**src/sv/crtc_pkg.sv**
```systemverilog
// crtc_pkg: shared constants, widths, register indexes and interface structs
// for the circular roi threshold centroid core
// no dependencies; every other file refers to it by scoped names
package crtc_pkg;

    // coordinate and fixed point sizing
    localparam int COORD_BITS = 12;
    localparam int FRAC_BITS  = 4;

    // fixed field widths
    localparam int PIXEL_W    = 8;
    localparam int LEVEL_W    = 8;
    localparam int RADIUS_W   = 8;
    localparam int CENTER_W   = 12;
    localparam int CFG_SIZE_W = 13;
    localparam int SUM_W      = 32;
    localparam int COUNT_W    = 18;
    localparam int CENT_W     = 16;

    // derived widths
    localparam int SIZE_W   = (COORD_BITS + 1 > CFG_SIZE_W) ? COORD_BITS + 1 : CFG_SIZE_W;
    localparam int POS_W    = (COORD_BITS > CENTER_W) ? COORD_BITS : CENTER_W;
    localparam int DELTA_W  = POS_W + 1;
    localparam int SQ_W     = 2 * POS_W;
    localparam int DIST_W   = SQ_W + 1;
    localparam int RSQ_W    = 2 * RADIUS_W;
    localparam int DVD_W    = SUM_W + FRAC_BITS;
    localparam int DIV_CNT_W = $clog2(DVD_W + 1);

    localparam logic [COUNT_W-1:0] COUNT_MAX = '1;
    localparam logic [SIZE_W-1:0]  SIZE_MAX  = SIZE_W'(1) << COORD_BITS;

    // configuration port
    localparam int CFG_IDX_W  = 3;
    localparam int CFG_DATA_W = 13;

    localparam logic [CFG_IDX_W-1:0] REG_IMAGE_WIDTH     = 3'd0;
    localparam logic [CFG_IDX_W-1:0] REG_IMAGE_HEIGHT    = 3'd1;
    localparam logic [CFG_IDX_W-1:0] REG_CIRCLE_CENTER_X = 3'd2;
    localparam logic [CFG_IDX_W-1:0] REG_CIRCLE_CENTER_Y = 3'd3;
    localparam logic [CFG_IDX_W-1:0] REG_CIRCLE_RADIUS   = 3'd4;
    localparam logic [CFG_IDX_W-1:0] REG_LEVEL_THRESHOLD = 3'd5;

    localparam logic [CFG_SIZE_W-1:0] RST_IMAGE_WIDTH     = 13'd640;
    localparam logic [CFG_SIZE_W-1:0] RST_IMAGE_HEIGHT    = 13'd480;
    localparam logic [CENTER_W-1:0]   RST_CIRCLE_CENTER_X = 12'd320;
    localparam logic [CENTER_W-1:0]   RST_CIRCLE_CENTER_Y = 12'd240;
    localparam logic [RADIUS_W-1:0]   RST_CIRCLE_RADIUS   = 8'd20;
    localparam logic [LEVEL_W-1:0]    RST_LEVEL_THRESHOLD = 8'h80;

    // stream packing
    localparam int M_TDATA_W = ((2 * CENT_W + COUNT_W + 7) / 8) * 8;

    typedef enum logic [2:0] {
        ST_IDLE,
        ST_SQUARE,
        ST_ACCUM,
        ST_DIVIDE,
        ST_EMIT
    } crtc_state_t;

    typedef struct packed {
        logic [CFG_SIZE_W-1:0] image_width;
        logic [CFG_SIZE_W-1:0] image_height;
        logic [CENTER_W-1:0]   center_x;
        logic [CENTER_W-1:0]   center_y;
        logic [RADIUS_W-1:0]   radius;
        logic [LEVEL_W-1:0]    threshold;
    } crtc_cfg_t;

    typedef struct packed {
        logic take;
        logic square;
        logic accum;
        logic div_start;
        logic emit;
    } crtc_cmd_t;

    typedef struct packed {
        logic frame_end;
        logic div_done;
        logic out_free;
    } crtc_stat_t;

endpackage

```
**src/sv/crtc_div.sv**
```systemverilog
// crtc_div: restoring divider, one quotient bit per cycle, keeps the low
// CENT_W bits of the quotient
// depends on crtc_pkg
module crtc_div (
    input  logic                        aclk,
    input  logic                        aresetn,
    input  logic                        start,
    input  logic [crtc_pkg::DVD_W-1:0]   dividend,
    input  logic [crtc_pkg::COUNT_W-1:0] divisor,
    output logic                        done,
    output logic [crtc_pkg::CENT_W-1:0]  quotient
);

    logic                              busy_reg, busy_next;
    logic                              done_reg, done_next;
    logic [crtc_pkg::DIV_CNT_W-1:0]    step_reg, step_next;
    logic [crtc_pkg::DVD_W-1:0]        dvd_reg, dvd_next;
    logic [crtc_pkg::COUNT_W-1:0]      dsr_reg, dsr_next;
    logic [crtc_pkg::COUNT_W-1:0]      rem_reg, rem_next;
    logic [crtc_pkg::CENT_W-1:0]       quo_reg, quo_next;
    logic [crtc_pkg::COUNT_W:0]        trial;
    logic [crtc_pkg::COUNT_W:0]        diff;
    logic                              fits;
    logic                              last_step;

    always_comb begin
        trial     = {rem_reg, dvd_reg[crtc_pkg::DVD_W-1]};
        diff      = trial - {1'b0, dsr_reg};
        fits      = trial >= {1'b0, dsr_reg};
        last_step = step_reg == crtc_pkg::DIV_CNT_W'(crtc_pkg::DVD_W - 1);

        busy_next = busy_reg;
        done_next = 1'b0;
        step_next = step_reg;
        dvd_next  = dvd_reg;
        dsr_next  = dsr_reg;
        rem_next  = rem_reg;
        quo_next  = quo_reg;

        if (start) begin
            busy_next = 1'b1;
            step_next = '0;
            dvd_next  = dividend;
            dsr_next  = divisor;
            rem_next  = '0;
            quo_next  = '0;
        end else if (busy_reg) begin
            step_next = step_reg + 1'b1;
            dvd_next  = dvd_reg << 1;
            rem_next  = fits ? diff[crtc_pkg::COUNT_W-1:0] : trial[crtc_pkg::COUNT_W-1:0];
            quo_next  = {quo_reg[crtc_pkg::CENT_W-2:0], fits};
            if (last_step) begin
                busy_next = 1'b0;
                done_next = 1'b1;
            end
        end
    end

    always_ff @(posedge aclk) begin
        if (!aresetn) begin
            busy_reg <= 1'b0;
            done_reg <= 1'b0;
            step_reg <= '0;
        end else begin
            busy_reg <= busy_next;
            done_reg <= done_next;
            step_reg <= step_next;
        end
        dvd_reg <= dvd_next;
        dsr_reg <= dsr_next;
        rem_reg <= rem_next;
        quo_reg <= quo_next;
    end

    assign done     = done_reg;
    assign quotient = quo_reg;

endmodule

```
**src/sv/crtc_ctrl.sv**
```systemverilog
// crtc_ctrl: sequencing state machine for pixel intake, circle test,
// accumulation, centroid division and result hand-off
// depends on crtc_pkg
module crtc_ctrl (
    input  logic                 aclk,
    input  logic                 aresetn,
    input  logic                 s_tvalid,
    output logic                 s_tready,
    input  crtc_pkg::crtc_stat_t stat,
    output crtc_pkg::crtc_cmd_t  cmd
);

    crtc_pkg::crtc_state_t state_reg, state_next;

    always_ff @(posedge aclk) begin
        if (!aresetn) begin
            state_reg <= crtc_pkg::ST_IDLE;
        end else begin
            state_reg <= state_next;
        end
    end

    always_comb begin
        state_next = state_reg;
        cmd        = '0;
        s_tready   = 1'b0;
        case (state_reg)
            crtc_pkg::ST_IDLE: begin
                s_tready = 1'b1;
                if (s_tvalid) begin
                    cmd.take   = 1'b1;
                    state_next = crtc_pkg::ST_SQUARE;
                end
            end
            crtc_pkg::ST_SQUARE: begin
                cmd.square = 1'b1;
                state_next = crtc_pkg::ST_ACCUM;
            end
            crtc_pkg::ST_ACCUM: begin
                cmd.accum = 1'b1;
                if (stat.frame_end) begin
                    cmd.div_start = 1'b1;
                    state_next    = crtc_pkg::ST_DIVIDE;
                end else begin
                    state_next = crtc_pkg::ST_IDLE;
                end
            end
            crtc_pkg::ST_DIVIDE: begin
                if (stat.div_done) begin
                    state_next = crtc_pkg::ST_EMIT;
                end
            end
            crtc_pkg::ST_EMIT: begin
                if (stat.out_free) begin
                    cmd.emit   = 1'b1;
                    state_next = crtc_pkg::ST_IDLE;
                end
            end
            default: begin
                state_next = crtc_pkg::ST_IDLE;
            end
        endcase
    end

endmodule

```
**src/sv/crtc_dp.sv**
```systemverilog
// crtc_dp: raster position, circle and level test, running sums and count,
// two centroid dividers and the result register
// depends on crtc_pkg and crtc_div
module crtc_dp (
    input  logic                          aclk,
    input  logic                          aresetn,
    input  crtc_pkg::crtc_cfg_t           cfg,
    input  crtc_pkg::crtc_cmd_t           cmd,
    output crtc_pkg::crtc_stat_t          stat,
    input  logic [crtc_pkg::PIXEL_W-1:0]  pixel_value,
    input  logic                          frame_start,
    input  logic                          m_ready,
    output logic                          m_valid,
    output logic [crtc_pkg::CENT_W-1:0]   centroid_x,
    output logic [crtc_pkg::CENT_W-1:0]   centroid_y,
    output logic [crtc_pkg::COUNT_W-1:0]  pixel_count,
    output logic                          region_empty
);

    // frame state
    logic [crtc_pkg::COORD_BITS-1:0] col_reg, col_next;
    logic [crtc_pkg::COORD_BITS-1:0] row_reg, row_next;
    logic [crtc_pkg::SUM_W-1:0]      sum_x_reg, sum_x_next;
    logic [crtc_pkg::SUM_W-1:0]      sum_y_reg, sum_y_next;
    logic [crtc_pkg::COUNT_W-1:0]    cnt_reg, cnt_next;

    // per pixel pipeline
    logic [crtc_pkg::PIXEL_W-1:0]    pix_reg;
    logic                            bright_reg;
    logic [crtc_pkg::SQ_W-1:0]       dx2_reg, dy2_reg;
    logic [crtc_pkg::RSQ_W-1:0]      r2_reg;

    // result hold while dividing
    logic [crtc_pkg::COUNT_W-1:0]    fin_cnt_reg;

    // output register
    logic                            m_valid_reg, m_valid_next;
    logic [crtc_pkg::CENT_W-1:0]     m_cx_reg, m_cy_reg;
    logic [crtc_pkg::COUNT_W-1:0]    m_cnt_reg;
    logic                            m_empty_reg;

    logic [crtc_pkg::DELTA_W-1:0]    dx, dy;
    logic [crtc_pkg::POS_W-1:0]      dx_mag, dy_mag;
    logic [crtc_pkg::DIST_W-1:0]     dist2;
    logic                            hit;
    logic [crtc_pkg::SIZE_W-1:0]     w_eff, h_eff;
    logic [crtc_pkg::SIZE_W-1:0]     col_inc, row_inc;
    logic                            row_end, frame_end;
    logic [crtc_pkg::SUM_W-1:0]      sum_x_upd, sum_y_upd;
    logic [crtc_pkg::COUNT_W-1:0]    cnt_upd;
    logic                            done_x, done_y;
    logic [crtc_pkg::CENT_W-1:0]     quo_x, quo_y;
    logic                            fin_empty;

    // signed offsets from the circle center, folded to magnitudes
    always_comb begin
        dx     = crtc_pkg::DELTA_W'(col_reg) - crtc_pkg::DELTA_W'(cfg.center_x);
        dy     = crtc_pkg::DELTA_W'(row_reg) - crtc_pkg::DELTA_W'(cfg.center_y);
        dx_mag = dx[crtc_pkg::DELTA_W-1] ? crtc_pkg::POS_W'(-dx) : dx[crtc_pkg::POS_W-1:0];
        dy_mag = dy[crtc_pkg::DELTA_W-1] ? crtc_pkg::POS_W'(-dy) : dy[crtc_pkg::POS_W-1:0];
    end

    // clamped frame size and raster end detection
    always_comb begin
        w_eff = crtc_pkg::SIZE_W'(cfg.image_width);
        h_eff = crtc_pkg::SIZE_W'(cfg.image_height);
        if (w_eff == '0) begin
            w_eff = crtc_pkg::SIZE_W'(1);
        end else if (w_eff > crtc_pkg::SIZE_MAX) begin
            w_eff = crtc_pkg::SIZE_MAX;
        end
        if (h_eff == '0) begin
            h_eff = crtc_pkg::SIZE_W'(1);
        end else if (h_eff > crtc_pkg::SIZE_MAX) begin
            h_eff = crtc_pkg::SIZE_MAX;
        end
        col_inc   = crtc_pkg::SIZE_W'(col_reg) + 1'b1;
        row_inc   = crtc_pkg::SIZE_W'(row_reg) + 1'b1;
        row_end   = col_inc >= w_eff;
        frame_end = row_end && (row_inc >= h_eff);
    end

    // accumulation of a counted pixel
    always_comb begin
        dist2     = crtc_pkg::DIST_W'(dx2_reg) + crtc_pkg::DIST_W'(dy2_reg);
        hit       = bright_reg && (dist2 <= crtc_pkg::DIST_W'(r2_reg));
        sum_x_upd = sum_x_reg;
        sum_y_upd = sum_y_reg;
        cnt_upd   = cnt_reg;
        if (hit) begin
            sum_x_upd = sum_x_reg + crtc_pkg::SUM_W'(col_reg);
            sum_y_upd = sum_y_reg + crtc_pkg::SUM_W'(row_reg);
            if (cnt_reg != crtc_pkg::COUNT_MAX) begin
                cnt_upd = cnt_reg + 1'b1;
            end
        end
    end

    always_comb begin
        col_next   = col_reg;
        row_next   = row_reg;
        sum_x_next = sum_x_reg;
        sum_y_next = sum_y_reg;
        cnt_next   = cnt_reg;
        if (cmd.take && frame_start) begin
            col_next   = '0;
            row_next   = '0;
            sum_x_next = '0;
            sum_y_next = '0;
            cnt_next   = '0;
        end else if (cmd.accum) begin
            if (frame_end) begin
                col_next   = '0;
                row_next   = '0;
                sum_x_next = '0;
                sum_y_next = '0;
                cnt_next   = '0;
            end else begin
                sum_x_next = sum_x_upd;
                sum_y_next = sum_y_upd;
                cnt_next   = cnt_upd;
                if (row_end) begin
                    col_next = '0;
                    row_next = row_reg + 1'b1;
                end else begin
                    col_next = col_reg + 1'b1;
                end
            end
        end
    end

    always_ff @(posedge aclk) begin
        if (!aresetn) begin
            col_reg   <= '0;
            row_reg   <= '0;
            sum_x_reg <= '0;
            sum_y_reg <= '0;
            cnt_reg   <= '0;
        end else begin
            col_reg   <= col_next;
            row_reg   <= row_next;
            sum_x_reg <= sum_x_next;
            sum_y_reg <= sum_y_next;
            cnt_reg   <= cnt_next;
        end
    end

    // pixel intake and squaring stage, and count capture at division start
    always_ff @(posedge aclk) begin
        if (cmd.take) begin
            pix_reg <= pixel_value;
        end
        if (cmd.square) begin
            bright_reg <= pix_reg > cfg.threshold;
            dx2_reg    <= crtc_pkg::SQ_W'(dx_mag) * crtc_pkg::SQ_W'(dx_mag);
            dy2_reg    <= crtc_pkg::SQ_W'(dy_mag) * crtc_pkg::SQ_W'(dy_mag);
            r2_reg     <= crtc_pkg::RSQ_W'(cfg.radius) * crtc_pkg::RSQ_W'(cfg.radius);
        end
        if (cmd.div_start) begin
            fin_cnt_reg <= cnt_upd;
        end
    end

    crtc_div u_div_x (
        .aclk     (aclk),
        .aresetn  (aresetn),
        .start    (cmd.div_start),
        .dividend (crtc_pkg::DVD_W'(sum_x_upd) << crtc_pkg::FRAC_BITS),
        .divisor  (cnt_upd),
        .done     (done_x),
        .quotient (quo_x)
    );

    crtc_div u_div_y (
        .aclk     (aclk),
        .aresetn  (aresetn),
        .start    (cmd.div_start),
        .dividend (crtc_pkg::DVD_W'(sum_y_upd) << crtc_pkg::FRAC_BITS),
        .divisor  (cnt_upd),
        .done     (done_y),
        .quotient (quo_y)
    );

    // result register
    assign fin_empty = fin_cnt_reg == '0;

    always_comb begin
        m_valid_next = m_valid_reg;
        if (cmd.emit) begin
            m_valid_next = 1'b1;
        end else if (m_ready) begin
            m_valid_next = 1'b0;
        end
    end

    always_ff @(posedge aclk) begin
        if (!aresetn) begin
            m_valid_reg <= 1'b0;
        end else begin
            m_valid_reg <= m_valid_next;
        end
        if (cmd.emit) begin
            m_cx_reg    <= fin_empty ? '0 : quo_x;
            m_cy_reg    <= fin_empty ? '0 : quo_y;
            m_cnt_reg   <= fin_cnt_reg;
            m_empty_reg <= fin_empty;
        end
    end

    assign stat.frame_end = frame_end;
    assign stat.div_done  = done_x;
    assign stat.out_free  = !m_valid_reg || m_ready;

    assign m_valid      = m_valid_reg;
    assign centroid_x   = m_cx_reg;
    assign centroid_y   = m_cy_reg;
    assign pixel_count  = m_cnt_reg;
    assign region_empty = m_empty_reg;

    // both dividers run in lockstep
    a_div_lockstep: assert property (@(posedge aclk) disable iff (!aresetn)
        done_x == done_y)
        else $error("centroid dividers out of step");

    // a result is never loaded over one that is still waiting
    a_no_overwrite: assert property (@(posedge aclk) disable iff (!aresetn)
        cmd.emit |-> (!m_valid_reg || m_ready))
        else $error("result register overwritten");

    // an empty region carries zero centroids
    a_empty_zero: assert property (@(posedge aclk) disable iff (!aresetn)
        (m_valid_reg && m_empty_reg) |-> (m_cx_reg == '0 && m_cy_reg == '0))
        else $error("empty region with nonzero centroid");

    // no pixel enters while a frame end is being divided
    a_no_take_in_div: assert property (@(posedge aclk) disable iff (!aresetn)
        cmd.div_start |=> !cmd.take)
        else $error("pixel taken during division");

    // a frame end always clears the raster position
    a_frame_wrap: assert property (@(posedge aclk) disable iff (!aresetn)
        (cmd.accum && frame_end) |=> (col_reg == '0 && row_reg == '0 && cnt_reg == '0))
        else $error("frame end did not clear state");

endmodule

```
**src/sv/circular_roi_threshold_centroid_core.sv**
```systemverilog
// circular_roi_threshold_centroid_core: top level, configuration registers,
// stream packing, controller and datapath instances
// depends on crtc_pkg, crtc_ctrl, crtc_dp (and crtc_div through it)
//
// usage
//   s_* carries grey pixels in raster order, one word per pixel; s_tuser marks
//   the first pixel of a frame, which restarts position, sums and count.
//   a pixel counts when it lies in the circle (squared distance to the center
//   at most radius squared) and is strictly above the level threshold.
//   after the last pixel of a frame (set by image_width and image_height)
//   one word leaves on m_*: both centroids in unsigned fixed point with
//   FRAC_BITS fraction bits (truncated), the count and an empty flag.
//   cfg_* writes one register per handshake; cfg_ready is always high and
//   writes are expected only while the core is idle.
// sequence
//   each pixel passes intake, squaring multiply, then sum and compare before
//   the next one is taken. at a frame end the two centroid dividers (one
//   quotient bit per cycle) work through all DVD_W (36) dividend bits and
//   raise done; the result word then goes into the output register once it
//   is free. intake pauses while the dividers run.
// reset and stall
//   aresetn (synchronous, active low) restores the register defaults and
//   clears position, sums and count; no result is pending after reset.
//   a waiting result sits in the output register while pixels keep flowing;
//   only a second frame end stalls intake until that result is taken.
module circular_roi_threshold_centroid_core (
    input  logic                              aclk,
    input  logic                              aresetn,

    // pixel stream
    input  logic                              s_tvalid,
    output logic                              s_tready,
    input  logic [7:0]                        s_tdata,   // [7:0] pixel_value
    input  logic [0:0]                        s_tuser,   // [0] frame_start

    // result stream
    output logic                              m_tvalid,
    input  logic                              m_tready,
    output logic [crtc_pkg::M_TDATA_W-1:0]    m_tdata,   // [15:0] centroid_x,
                                                         // [31:16] centroid_y,
                                                         // [49:32] pixel_count
    output logic [0:0]                        m_tuser,   // [0] region_empty

    // configuration write channel
    input  logic                              cfg_valid,
    output logic                              cfg_ready,
    input  logic [crtc_pkg::CFG_IDX_W-1:0]    cfg_index,
    input  logic [crtc_pkg::CFG_DATA_W-1:0]   cfg_data
);

    crtc_pkg::crtc_cfg_t  cfg_reg, cfg_next;
    crtc_pkg::crtc_cmd_t  cmd;
    crtc_pkg::crtc_stat_t stat;

    logic [crtc_pkg::CENT_W-1:0]  centroid_x, centroid_y;
    logic [crtc_pkg::COUNT_W-1:0] pixel_count;
    logic                         region_empty;

    assign cfg_ready = 1'b1;

    // register file, unknown indexes are dropped
    always_comb begin
        cfg_next = cfg_reg;
        if (cfg_valid) begin
            case (cfg_index)
                crtc_pkg::REG_IMAGE_WIDTH: begin
                    cfg_next.image_width = cfg_data;
                end
                crtc_pkg::REG_IMAGE_HEIGHT: begin
                    cfg_next.image_height = cfg_data;
                end
                crtc_pkg::REG_CIRCLE_CENTER_X: begin
                    cfg_next.center_x = cfg_data[crtc_pkg::CENTER_W-1:0];
                end
                crtc_pkg::REG_CIRCLE_CENTER_Y: begin
                    cfg_next.center_y = cfg_data[crtc_pkg::CENTER_W-1:0];
                end
                crtc_pkg::REG_CIRCLE_RADIUS: begin
                    cfg_next.radius = cfg_data[crtc_pkg::RADIUS_W-1:0];
                end
                crtc_pkg::REG_LEVEL_THRESHOLD: begin
                    cfg_next.threshold = cfg_data[crtc_pkg::LEVEL_W-1:0];
                end
                default: begin
                    cfg_next = cfg_reg;
                end
            endcase
        end
    end

    always_ff @(posedge aclk) begin
        if (!aresetn) begin
            cfg_reg.image_width  <= crtc_pkg::RST_IMAGE_WIDTH;
            cfg_reg.image_height <= crtc_pkg::RST_IMAGE_HEIGHT;
            cfg_reg.center_x     <= crtc_pkg::RST_CIRCLE_CENTER_X;
            cfg_reg.center_y     <= crtc_pkg::RST_CIRCLE_CENTER_Y;
            cfg_reg.radius       <= crtc_pkg::RST_CIRCLE_RADIUS;
            cfg_reg.threshold    <= crtc_pkg::RST_LEVEL_THRESHOLD;
        end else begin
            cfg_reg <= cfg_next;
        end
    end

    // sequencing
    crtc_ctrl u_ctrl (
        .aclk     (aclk),
        .aresetn  (aresetn),
        .s_tvalid (s_tvalid),
        .s_tready (s_tready),
        .stat     (stat),
        .cmd      (cmd)
    );

    // position, sums, dividers and output register
    crtc_dp u_dp (
        .aclk         (aclk),
        .aresetn      (aresetn),
        .cfg          (cfg_reg),
        .cmd          (cmd),
        .stat         (stat),
        .pixel_value  (s_tdata),
        .frame_start  (s_tuser[0]),
        .m_ready      (m_tready),
        .m_valid      (m_tvalid),
        .centroid_x   (centroid_x),
        .centroid_y   (centroid_y),
        .pixel_count  (pixel_count),
        .region_empty (region_empty)
    );

    // result word packing, first field lowest
    assign m_tdata = crtc_pkg::M_TDATA_W'({pixel_count, centroid_y, centroid_x});
    assign m_tuser = region_empty;

endmodule
```
**config.mk**
```make
export PLATFORM = sky130hd
export DESIGN_NAME = circular_roi_threshold_centroid_core
export DESIGN_NICKNAME = d
export VERILOG_FILES = /design/src/sv/crtc_pkg.sv /design/src/sv/crtc_div.sv /design/src/sv/crtc_ctrl.sv /design/src/sv/crtc_dp.sv /design/src/sv/circular_roi_threshold_centroid_core.sv
export SDC_FILE = /design/constraint.sdc
export NUM_CORES = 2
export LEC_CHECK = 0
export BUFFER_PORTS_ARGS = -buffer_cell sky130_fd_sc_hd__clkbuf_2
export CORE_MARGIN = 5
export CORE_UTILIZATION = 55
export CTS_CLUSTER_DIAMETER = 80
export DETAILED_ROUTE_END_ITERATION = 7
export GPL_TIMING_DRIVEN = 1
export PLACE_DENSITY = 0.69
export REMOVE_ABC_BUFFERS = 1
export SYNTH_ARGS = -nofsm -noshare
export SYNTH_HDL_FRONTEND = slang
export SYNTH_HIERARCHICAL = 1
export SYNTH_SLANG_ARGS = --single-unit
```
**constraint.sdc**
```tcl
create_clock -name aclk -period 17.29 [get_ports aclk]
set_input_delay 1.729 -clock aclk [delete_from_list [all_inputs] [get_ports aclk]]
set_output_delay 1.729 -clock aclk [all_outputs]
set_load 0.05 [all_outputs]
```
Yosys cells after proc, flatten, opt, wreduce, memory -nomap -nowiden:

Index checks and enable logic that the tools add are counted.

* register bits: 465
* input port bits: 30
* output and inout bits: 60

* add/sub/neg operators: 16
* $mul: 3
* $lt $le $gt $ge: 8
* equal/unequal tests: 15
* mux-type cells: 45
* bitwise gates (word level): 2
* reduce and logical (&&, ||, !) cells: 25

Operators with widths (count)
* 36-bit two-way mux: 4
* 32-bit two-way mux: 4
* 18-bit two-way mux: 5
* 12-bit two-way mux: 6
* 32-bit by 12-bit adder with 32-bit output: 2
* 13-bit two-way mux: 4
* 12-bit by 12-bit multiplier with 24-bit output: 2
* 19-bit by 18-bit greater-or-equal comparator with 1-bit output: 2
* 18-bit subtractor: 2
* 12-bit by 1-bit adder with 13-bit output (second input constant): 2
* 13-bit greater-or-equal comparator: 2
* 13-bit > comparator (second input constant): 2
* 13-bit logical NOT: 2
* 12-bit by 12-bit subtractor with 13-bit output: 2
* 24-bit by 24-bit adder with 25-bit output: 1
* 25-bit by 16-bit <= comparator with 1-bit output: 1
* 12-bit by 1-bit adder with 12-bit output (second input constant): 2
* 12-bit negation: 2
* 18-bit by 1-bit adder with 18-bit output (second input constant): 1
* 18-bit logical NOT: 1
* 18-bit != test (second input constant): 1
* 8-bit by 8-bit multiplier with 16-bit output: 1
* 1-bit two-way mux: 16
* 3-bit case mux with 5 select lines: 1
* other kinds (20): 46

Logic depth before layout (Yosys ltp):

* depth in word-level cells: 8
* mapped depth: 35

Cells and area by module:

The synthesis kept the hierarchy.

Modules (own cells, without submodules)
* crtc_dp: instances 1, cells an instance 2743, area an instance 24532.3 µm², seq. area each 6316.1 µm²
* crtc_div: instances 2, cells an instance 404, area an instance 4695.8 µm², seq. area each 2462.4 µm²
* circular_roi_threshold_centroid_core: instances 1, cells an instance 250, area an instance 2576.2 µm², seq. area each 1321.3 µm²
* crtc_ctrl: instances 1, cells an instance 26, area an instance 216.5 µm², seq. area each 60.1 µm²

Least setup slack after synthesis:

OpenSTA, ideal clock, no wires.

* path kind: flip-flop to flip-flop
* start point: register u_dp/row_reg[0] (netlist name)
* end point: register u_dp/dy2_reg[23] (netlist name), data pin
* arrival time: 7.731 ns
* path slack: 9.298 ns
* stages on the path, launching flop included: 32
* path through: dfxtp_1 -> inv_1 -> ha_1 -> fa_1 -> nor2b_1 -> o21ai_0 -> a21oi_1 -> o21ai_0 -> mux2i_1 -> a2111oi_0 -> a41oi_1 -> xnor2_1 -> clkbuf_1 -> nor2_1 -> inv_1 -> fa_1 -> fa_1 -> fa_1 -> inv_1 -> fa_1 -> inv_1 -> fa_1 -> inv_1 -> ha_1 -> a21o_1 -> a41oi_1 -> nor2_1 -> a211oi_1 -> a211oi_1 -> a211oi_1 -> a21oi_1 -> xor2_1

* word-level cells in the longest chain between the ends: 4

RTL lines
* start: declaration: RTL line crtc_dp.sv:22 `logic [crtc_pkg::COORD_BITS-1:0] row_reg, row_next;`
* start signal: assignment: RTL line crtc_dp.sv:141 `row_reg <= row_next;`
* 12-bit by 12-bit subtractor with 13-bit output *: RTL line crtc_dp.sv:58 `dy = crtc_pkg::DELTA_W'(row_reg) - crtc_pkg::DELTA_W'(cfg.center_y);`
* 12-bit negation: RTL line crtc_dp.sv:60 `dy_mag = dy[crtc_pkg::DELTA_W-1] ? crtc_pkg::POS_W'(-dy) : dy[crtc_pkg::POS_W-1:0];`
* 12-bit two-way mux *: RTL line crtc_dp.sv:60
* 12-bit by 12-bit multiplier with 24-bit output *: RTL line crtc_dp.sv:156 `dy2_reg <= crtc_pkg::SQ_W'(dy_mag) * crtc_pkg::SQ_W'(dy_mag);`
* end signal: assignment: RTL line crtc_dp.sv:156
* end: declaration: RTL line crtc_dp.sv:30 `logic [crtc_pkg::SQ_W-1:0] dx2_reg, dy2_reg;`

Every way passes the cells marked *; elsewhere a longest branch is shown, timed or not.
A chain may end at the register's enable or synchronous reset.

Worst setup path in the final report:

* start point: register u_dp/col_reg[0] (netlist name)
* end point: register u_dp/dx2_reg[22] (netlist name), data pin

* word-level cells in the longest chain between the ends: 4

RTL lines
* start: declaration: RTL line crtc_dp.sv:21 `logic [crtc_pkg::COORD_BITS-1:0] col_reg, col_next;`
* start signal: assignment: RTL line crtc_dp.sv:140 `col_reg <= col_next;`
* 12-bit by 12-bit subtractor with 13-bit output *: RTL line crtc_dp.sv:57 `dx = crtc_pkg::DELTA_W'(col_reg) - crtc_pkg::DELTA_W'(cfg.center_x);`
* 12-bit negation: RTL line crtc_dp.sv:59 `dx_mag = dx[crtc_pkg::DELTA_W-1] ? crtc_pkg::POS_W'(-dx) : dx[crtc_pkg::POS_W-1:0];`
* 12-bit two-way mux *: RTL line crtc_dp.sv:59
* 12-bit by 12-bit multiplier with 24-bit output *: RTL line crtc_dp.sv:155 `dx2_reg <= crtc_pkg::SQ_W'(dx_mag) * crtc_pkg::SQ_W'(dx_mag);`
* end signal: assignment: RTL line crtc_dp.sv:155
* end: declaration: RTL line crtc_dp.sv:30

Marks and branches as above.

==> results.toml <==
[die]
chipHeight_um = 268
fp.dieW_um = 268
top_level_ports = 90
initial_core_util_pct = 55.6
core_area_um2 = 66000
num_rows = 94
die_area_um2 = 72000

[worst_setup_path]
slowest_delay_ns = 0.79
cpMostUsedCell = "inv_1"
critPathKind = "register to register"
r2r-start = "u_dp/col_reg[0]"
crit_buf_inv = 8
setup.worst_path.start = "u_dp/col_reg[0]"
crit_family = "adder cells"
crit_path_max_fanout = 9
end_kind = "register"
worstPathArrival_ns = 9.58
cp-start-kind = "register"
critical_path_required_ns = 17.65
critPathSlowestCell = "xor2_1"

[timing]
setup_tns_ns = 0
skew_ns = 0.0226
slew_headroom_pct = 33.1
rsz0062_at_grt = "no"
finalCriticalPeriod_ns = 9.22
hold_viol_final = 0
whs_ns = 0.450
drv_slew = 0
tightest_slew_ns = 1.00
setup_violations = 0
fmax_mhz = 108
post-route-period-util_pct = 53.3
setup_ws_ns = 8.07

[layout]
drive_above_1_share_pct = 9.01
multiInputGateArea_um2 = 21700
final_nets = 4402
diodes = 0
largest_reg_flops = 66
syn_to_final_growth_pct = 8.45
final_cell_area_um2 = 39800
fillers = 5631
ff_latch_area_um2 = 12600

[clock_network]
cts_resized = 0
cts_hold_buf = 0
numCtsBuffers = 56
post_cts_buffers = 0
cts_sinks = 506
clock_latency_ns = 0.62
cts_tree = "built"
clkTransAtPathRegs_ns = 0.06
clock_path_buffers = 3
cts_root_buf = "clkbuf_16"
htreeDepth = 2

[global_route]
grt-ovfl-total = 0
grt_usage_pct = 22.5
grt_max_degree = 75
grt_pass1_wl_um = 133000
antenna_found_initial = 0
grt_pass1_vias = 26040

[drt]
drt-initial-drc-count = 1811
ant_nets = 0
firstDrtPassIters = 7
wirelength_um = 80900
post-route-drc-count = 0
drt-wirelength-per-cell_um = 16.9
vias = 26810
avgViaCountPerCell = 5.60

[power_and_ir_drop]
p_int_mw = 2.75
p_seq_share_pct = 32.8
power_frac_clock_pct = 29.2
pwr-share-comb_pct = 38.0
p_leak_nw = 17.7
switchingPower_mw = 1.49
power.ir.vdd_worst_mv = 0.0781
switching_share_pct = 35.1
cellPowerDensity_nw_per_um2 = 106
p_total_mw = 4.23

[placed_design]
gp_congestion = 0.906
dpl_cell_area_um2 = 37900
io_buffers = 82
pre_cts_ws_ns = 8.25
dp_hpwl_um = 60100

[synth]
netlist_instances = 3825
synth_warnings = 6
postSynthAreaPerCell_um2 = 9.59
synth_area_um2 = 36700

[hold_path]
min_from = "u_dp/fin_cnt_reg[15]"
hold_path_class = "register to register"

[job]
drv_cap = 0

[run_status]
status = "complete, no violations"
## worst register-to-register path: cells and delay by family, from the launching register on
family	cells	cell delay, ns
buffers and inverters	8	0.81
flip-flops	1	0.39
AND/OR/NAND/NOR	6	1.02
adder cells (fa/ha/maj)	8	3.51
AO/OA/AOI/OAI	7	2.07
XOR/XNOR	3	1.14
## worst paths after layout
path                                              to  slack, ns  cells past startpoint
worst min register to register  u_dp/pixel_count[15]       0.45                      0
worst max-delay path                u_dp/dx2_reg[22]       8.07                     32
worst max register to register      u_dp/dx2_reg[22]       8.07                     32
worst min-delay path            u_dp/pixel_count[15]       0.45                      0
## power groups by stage
| stage | Combinational, mW | Sequential, mW | Clock [mW] |
|---|---|---|---|
| CTS | 1.62 | 1.39 | 1.27 |
| floorplan | 1.23 | 1.40 | 0 |
| global route | 1.84 | 1.39 | 1.32 |
| finish | 1.61 | 1.39 | 1.24 |
| detailed placement | 1.59 | 1.41 | 0 |
| global placement | 1.57 | 1.41 | 0 |
## routing by layer
layer,up-vias,share of wire [%],track usage [%]
met5,-,0,0
met4,0,2.4,5.86
met3,135,5.2,3.03
met2,625,46,37.2
met1,12862,46,31.5
li1,13188,-,-
## metrics by stage
step / util [%] / std cells
6_report: 60.3 / 4784
5_1_grt: 60.3 / 4784
4_1_cts: 60.3 / 4784
3_5_place_dp: 57.4 / 4680
3_3_place_gp: 57.4 / 4680
2_1_floorplan: - / 3696
## layout make-up
class	count	area share [%]
clock buffer	83	4.22
clock inverter	21	0.657
inverter	461	4.35
multi-input combinational	2729	54.6
sequential	506	31.7
tap	864	2.72
timing repair buffer	120	1.75
## placed cells by master, fill, tap and decap left out, types with 40 or more instances in the layout
master     count
and3_1        50
nor2_1       258
edfxtp_1     247
ha_1         304
nand3_1       52
a21oi_1      169
nor3_1        41
dfxtp_1      258
fa_1         194
a31oi_1       40
clkbuf_16     61
nand2_1      365
nor2b_1       84
mux2_2        76
clkbuf_2      81
o21ai_0      194
xnor2_1      156
inv_1        458
mux2i_1      133
xor2_1        86
No activity file was read; power rests on OpenSTA's default activity.
